`src/hdl/swmm_pkg.sv`:
```
// Package for the sliding window min/max block: sizes, sample and token types.
// No dependencies; used by the interfaces and by every module under hdl.
`default_nettype none

package swmm_pkg;

    localparam int MAX_WINDOW = 64;
    localparam int IDX_W      = $clog2(MAX_WINDOW);
    localparam int CNT_W      = $clog2(MAX_WINDOW + 1);
    localparam int DATA_W     = 32;
    localparam int CFG_W      = 7;

    typedef logic signed [DATA_W-1:0] t_sample;
    typedef logic [IDX_W-1:0]         t_idx;
    typedef logic [CNT_W-1:0]         t_cnt;
    typedef logic [CFG_W-1:0]         t_cfg;

    // Running minimum and maximum that walks down the cell chain.
    typedef struct packed {
        logic    valid;
        t_sample lo;
        t_sample hi;
    } t_token;

    // Window size register value to index of the last cell covered.
    function automatic t_idx last_index(input t_cfg size);
        t_idx res;
        if (size == '0) begin
            res = '0;
        end else if (32'(size) > MAX_WINDOW) begin
            res = IDX_W'(MAX_WINDOW - 1);
        end else begin
            res = IDX_W'(size - t_cfg'(1));
        end
        return res;
    endfunction

endpackage

`default_nettype wire

```
`src/hdl/swmm_cell.sv`:
```
// One cell of the window chain: holds one sample of the shift line and folds it
// into the min/max token passing through. Depends on swmm_pkg.
`default_nettype none

module swmm_cell (
    input  wire               i_clk,
    input  wire               i_rst_n,
    input  wire               i_shift,
    input  swmm_pkg::t_sample i_data,
    output swmm_pkg::t_sample o_data,
    input  swmm_pkg::t_token  i_tok,
    output swmm_pkg::t_token  o_tok,
    input  wire               i_last,
    input  wire               i_out_free,
    output swmm_pkg::t_token  o_done
);
    import swmm_pkg::*;

    t_sample r_data;
    t_token  r_tok;
    t_token  n_tok;

    always_ff @(posedge i_clk) begin
        if (i_shift) begin
            r_data <= i_data;
        end
    end

    always_comb begin
        n_tok = r_tok;
        if (r_tok.valid) begin
            // last cell holds the token until the output register is free
            n_tok.valid = i_last && !i_out_free;
        end
        if (i_tok.valid) begin
            n_tok.valid = 1'b1;
            n_tok.lo    = (r_data < i_tok.lo) ? r_data : i_tok.lo;
            n_tok.hi    = (r_data > i_tok.hi) ? r_data : i_tok.hi;
        end
    end

    always_ff @(posedge i_clk) begin
        if (!i_rst_n) begin
            r_tok.valid <= 1'b0;
        end else begin
            r_tok.valid <= n_tok.valid;
        end
        r_tok.lo <= n_tok.lo;
        r_tok.hi <= n_tok.hi;
    end

    assign o_data = r_data;

    always_comb begin
        o_tok       = r_tok;
        o_tok.valid = r_tok.valid && !i_last;
    end

    // zeroed unless done, so the top can OR all cells together
    always_comb begin
        o_done.valid = r_tok.valid && i_last;
        o_done.lo    = o_done.valid ? r_tok.lo : '0;
        o_done.hi    = o_done.valid ? r_tok.hi : '0;
    end

endmodule

`default_nettype wire

```
`config.mk`:
```
export PLATFORM = sky130hd
export DESIGN_NAME = swmm_cell
export DESIGN_NICKNAME = d
export VERILOG_FILES = /design/src/hdl/swmm_pkg.sv /design/src/hdl/swmm_cell.sv
export SDC_FILE = /design/constraint.sdc
export NUM_CORES = 1
export LEC_CHECK = 0
export BUFFER_PORTS_ARGS = -buffer_cell sky130_fd_sc_hd__buf_2
export CAP_MARGIN = 20
export CELL_PAD_IN_SITES_DETAIL_PLACEMENT = 2
export CELL_PAD_IN_SITES_GLOBAL_PLACEMENT = 2
export CORE_UTILIZATION = 32
export CTS_CLUSTER_SIZE = 12
export DETAILED_ROUTE_END_ITERATION = 8
export HOLD_SLACK_MARGIN = 0.05
export PLACE_DENSITY_LB_ADDON = 0.1
export SETUP_SLACK_MARGIN = 0.1
export SYNTH_ARGS = -nofsm -noshare
export SYNTH_HDL_FRONTEND = slang
export SYNTH_SLANG_ARGS = --single-unit
```
`constraint.sdc`:
```
create_clock -name i_clk -period 5.85 [get_ports i_clk]
set_clock_uncertainty 0.1 [all_clocks]
set_input_delay 0.8775 -clock i_clk [delete_from_list [all_inputs] [get_ports i_clk]]
set_output_delay 0.8775 -clock i_clk [all_outputs]
set_load 0.02 [all_outputs]
```
==> metrics, run 1 <==
Initial DRC Count=roughly 120; top cells by count, synth=edfxtp_1 (96), and3_1 (65), inv_1 (65); Final Cycle Share=about 68%; Worst slew margin=about a third; Setup CP Type=in2reg; CTS buffer count=9; Setup Viol. Count Final=0; # nets final=905; most numerous cell in the Yosys netlist=edfxtp_1; Yosys warnings=0; Synth area leaders=edfxtp_1 (45%), ha_1 (12%), buf_4 (7.5%), mux2_4 (7.0%), and3_1 (6.4%); top-area cell type share of the netlist area=45.1%; CTS tree=built; FMAX=between 0.2 and 0.3 GHz; CTS root buffer=clkbuf_16; crit path DAT=roughly 4 ns; Worst-Margin Slew=roughly 0.98 ns; layout cell share with drive strength beyond 1=46.6%; Post-synth EDFFs=96; first-pass GRT wire length=approximately 29000 um; final slew viol count=0; largest net degree at the start of global routing=67; CP required=between 5 and 6 ns; vias in the first global route=around 5.2k; crit path max fanout=19; Die Span Y=between 100 and 150 um; PnR Total Power=2.15 mW; Worst Setup SP=i_tok[43]; All-Layer GR Usage=18.9%; Hold Vio Cnt, Final=0; Clock H-tree levels=3; Synth Instances=~550; prevailing post-synth register cell=edfxtp_1; vias per inst=roughly 4.7; Netlist cell types=39; cell mode on critical path=o21ai_0; asr flop ratio synth=0%; pwr dens=approximately 270 mW/mm2; area grow syn2layout=22.3%; I/O Buffers=between 200 and 300; clock slew at reported path FFs=around 0.070 ns; number of synthesized register bits=a little under 100; antenna violations before repair=2; min Tclk post-route=3.95 ns; core area=0.0195 mm2; post-DP HPWL=between 10000 and 15000 um; Post-CTS Resized=0; worst vdd ir=0.140 mV; hold wc startpoint=i_data[1]; Post-Route WL=about 19000 um; synthesized area=0.00640 mm2; total gr overflow=0; Clock Path Buffers=2; die width=143 um; io pins=around 260; nature of the critical path endpoint=flip-flop; setup tns final=0 ns; Leakage=approximately 4 nW; final antenna-violating net count=0; Die ar.=between 0.02 and 0.025 mm2; outcome=finished, final reports clean; Initial DRT Pass Iterations=4; reg2reg start=o_data[31]$_DFFE_PP_; Hold Path Class=in2reg; Filler cells=about 2.2k; initial core utilization=32.8%; Clk Latency, worst-skew pair=0.36 ns; Critical Path Max Stage Delay=between 0.6 and 0.7 ns; register area share after synthesis=a little under half; post-DR wirelength/cell=roughly 19 um; CP max stage cell=mux2i_4; Syn Nets=roughly 700; number of cell rows=about 50; max cap viols=0; Syn Area/Cell=~12 um2; RSZ-0062 raised after global routing=false; Hold Buf Count CTS=0; leading area contributor after synthesis=edfxtp_1; Worst Setup Start Kind=primary input; drc violations=0; routed vias=between 4k and 5k; worst-path cell chain=buf_2 -> inv_1 -> ha_1 -> a21oi_1 -> o21ai_0 -> a221oi_1 -> o21ai_0 -> or3_1 -> mux2i_4 -> buf_12 -> mux2_2; CTS sink count=slightly below 100; post-CTS setup repair buffer count=0; GPL Wtd Cong=about 0.74
==> final timing paths <==
kind	to	slack, ns	cells after the start
max	o_tok[32]$_DFFE_PP_	1.90	11
min	o_data[1]$_DFFE_PP_	0.59	1
max reg2reg	o_tok[32]$_DFFE_PP_	2.02	9
min reg2reg	o_tok[56]$_DFFE_PP_	0.60	1
==> layer usage <==
layer  part of all wire [%]  up-vias  track usage [%]  wire length (um)
met5                      0        -                0                 0
met4                   0.67        0             5.10               128
met3                    4.9        9             3.57               946
met2                     50      139             33.0              9640
met1                     44     2338             23.8              8450
li1                       -     2294                -                 -
==> final cells by class <==
cell class	instances	area [um2]	area share, %
clock buffer	11	233	2.98
clock inverter	5	80.1	1.02
inverter	65	244	3.12
tap	265	332	4.24
timing repair buffer	265	1350	17.2
multi-input combinational	302	2680	34.2
antenna	2	5.00	0.0640
sequential	97	2900	37.1
==> metrics by stage <==
step	setup slack [ns]	utilization [%]	hold WS (ns)	cells	instance area, um2
floorplan	2.57	-	0.678	548	6400
CTS	1.80	40.0	0.576	1010	7820
global placement	1.53	38.4	0.584	994	7500
global route	1.63	40.0	0.575	1011	7820
finish	1.90	40.1	0.591	1012	7820
detailed placement	1.42	38.4	0.581	994	7500
==> cells by family after synthesis <==
group	after synthesis	synth area share, %
multiplexers	67	13.7
flip-flops	97	45.4
AO/OA/AOI/OAI	54	5.03
buffers and inverters	149	12.9
adder cells (fa/ha/maj)	63	12.3
AND/OR/NAND/NOR	118	10.7
==> registers in the layout, indices dropped and copies added, names as in the netlist <==
signal / flops
o_data: 32
o_tok: 64
r_tok: 1
==> critical path, delay by kind of cell <==
family / cells / cell delay (ns)
fa+ha+maj: 1 / 0.31
buf+inv: 3 / 0.43
simple gates: 1 / 0.44
mux: 2 / 1.03
compound gates: 4 / 0.86
==> layout by cell type, fill, tap and decap left out, drive strengths merged, types with 2 or more instances in the layout <==
cell    Yosys  routed
buf        70     265
mux2i       4       4
clkbuf     14      11
and3       65      65
inv        65      65
nor3        3       3
ha         63      63
nand2      18      18
edfxtp     96      96
mux2       63      63
bufinv      0       2
a21oi      26      26
nand3       5       5
o21ai      11      11
diode       0       2
a221oi      2       2
nor2b       3       3
nor4        3       3
clkinv      0       2
nand4       7       7
nor2        9       9
a21o        7       7
==> where the power goes <==
part / internal (mW) / switching [mW]
clock: 0.375 / 0.273
combinational: 0.254 / 0.323
sequential: 0.859 / 0.0626
total: 1.49 / 0.659
No activity file was read; power rests on OpenSTA's default activity.
==> run 2: changes to the inputs <==
CORE_UTILIZATION = 30   (was 32)
clock period = 4.1 ns   (was 5.85 ns; I/O delays follow)
==> metrics, run 2 (same netlist as run 1, synthesis figures left out) <==
outcome=finished, final reports clean; PnR Total Power=2.93 mW; die width=148 um; Setup CP Type=reg2reg; largest net degree at the start of global routing=between 60 and 70; io pins=roughly 260; Leakage=a little over 4 nW; Die ar.=between 0.02 and 0.025 mm2; worst vdd ir=around 0.20 mV; clock slew at reported path FFs=about 0.070 ns; post-CTS setup repair buffer count=0; max cap viols=0; CTS sink count=97; min Tclk post-route=roughly 3.6 ns; Die Span Y=148 um; nature of the critical path endpoint=flip-flop; Worst-Margin Slew=between 0.9 and 1 ns; crit path max fanout=17; core area=between 0.02 and 0.025 mm2; initial core utilization=between 30% and 40%; vias in the first global route=5340; I/O Buffers=approximately 260; setup tns final=0 ns; All-Layer GR Usage=17.6%; Initial DRC Count=approximately 110; worst-path cell chain=ha_1 -> a21oi_1 -> o21ai_0 -> a221oi_1 -> nor2_1 -> o31ai_4 -> buf_4 -> mux2_2; crit path DAT=roughly 3.6 ns; commonest non-fill, non-tap cell in the layout=buf_2; Post-CTS Resized=0; CTS root buffer=clkbuf_16; CTS tree=built; Final Cycle Share=87.5%; pwr dens=roughly 370 mW/mm2; cells on worst reg2reg path=8; reg2reg start=o_data[23]$_DFFE_PP_; fin area=0.00783 mm2; Critical Path Max Stage Delay=0.79 ns; Post-Route WL=about 19000 um; Clock Path Buffers=2; GPL Wtd Cong=slightly above 0.7; Hold Vio Cnt, Final=0; antenna violations before repair=1; Hold Path Depth=1; # nets final=910; hold wc startpoint=i_data[16]; Initial DRT Pass Iterations=5; post-DR wirelength/cell=approximately 19 um; Worst slew margin=approximately a third; number of cell rows=53; FMAX=0.279 GHz; max reg flops=between 60 and 70; total gr overflow=0; Worst Setup Start Kind=flip-flop; final antenna-violating net count=0; commonest non-fill, non-tap cells in the layout=buf_2 (262), edfxtp_1 (96), inv_1 (65), and3_1 (65), ha_1 (63); vias per inst=around 4.7; CP required=a little over 4 ns; Hold Buf Count CTS=0; Hold Path Class=in2reg; RSZ-0062 raised after global routing=false; layout cell share with drive strength beyond 1=between 40% and 50%; Setup Viol. Count Final=0; Clk Latency, worst-skew pair=between 0.3 and 0.4 ns; first-pass GRT wire length=approximately 29000 um; Filler cells=approximately 2.3k; post-DP HPWL=14700 um; routed vias=roughly 4.8k; CP max stage cell=o31ai_4; CTS buffer count=9; drc violations=0; Clock H-tree levels=3; area grow syn2layout=22.5%; dpl cell area=about 0.0075 mm2; final slew viol count=0; Worst Setup SP=o_data[23]$_DFFE_PP_
-- run 2: cell count changes in the layout (fill, tap and decap cells not counted) --
cell / before / now
buf_12: 1 / 2
bufinv_16: 2 / 0
buf_4: 2 / 6
clkbuf_1: 2 / 1
clkinv_4: 1 / 0
clkinvlp_4: 1 / 4
-- run 2: worst max-delay path, delay by kind of cell (launching register included) --
family	cells	cell delay [ns]
compound gates	4	1.43
flops	1	0.48
simple gates	1	0.13
mux	1	0.37
fa+ha+maj	1	0.37
buf+inv	1	0.41
-- run 2: final timing paths --
| check | slack (ns) | endpoint |
|---|---|---|
| worst min-delay path | 0.34 | o_data[16]$_DFFE_PP_ |
| worst max register to register | 0.51 | o_tok[25]$_DFFE_PP_ |
| worst min register to register | 0.60 | o_tok[17]$_DFFE_PP_ |
| worst max-delay path | 0.51 | o_tok[25]$_DFFE_PP_ |
-- run 2: cell type report --
| type | instances | area, um2 | area share (%) |
|---|---|---|---|
| diodes | 2 | 5.00 | 0.0639 |
| clock buffers | 10 | 229 | 2.92 |
| flip-flops and latches | 97 | 2900 | 37.1 |
| inverters | 65 | 244 | 3.11 |
| multi-input cells | 302 | 2680 | 34.2 |
| well taps | 275 | 344 | 4.39 |
| clock inverters | 5 | 33.8 | 0.431 |
| repair buffers | 270 | 1400 | 17.8 |
-- run 2: routing by layer --
layer	global-route usage [%]	wire length [um]	up-vias
met5	0	11	-
met4	4.95	275	2
met3	3.67	932	17
met2	30.1	9370	149
met1	22.3	8460	2328
li1	-	-	2296
-- run 2: stage by stage --
stage          hold WS, ns  cells  utilization [%]  setup WS, ns
6_report             0.339   1026             37.4         0.513
5_1_grt              0.322   1024             37.4         0.295
4_1_cts              0.320   1023             37.3         0.418
3_5_place_dp         0.581   1008             36.0         0.240
3_3_place_gp         0.590   1008             36.0         0.269
2_1_floorplan        0.614    548                -          1.08
-- run 2: where the power goes --
group	switching [mW]	total, mW	internal (mW)
Sequential	0.0784	1.30	1.22
Combinational	0.468	0.836	0.367
Clock	0.382	0.789	0.407
Total	0.929	2.93	2.00
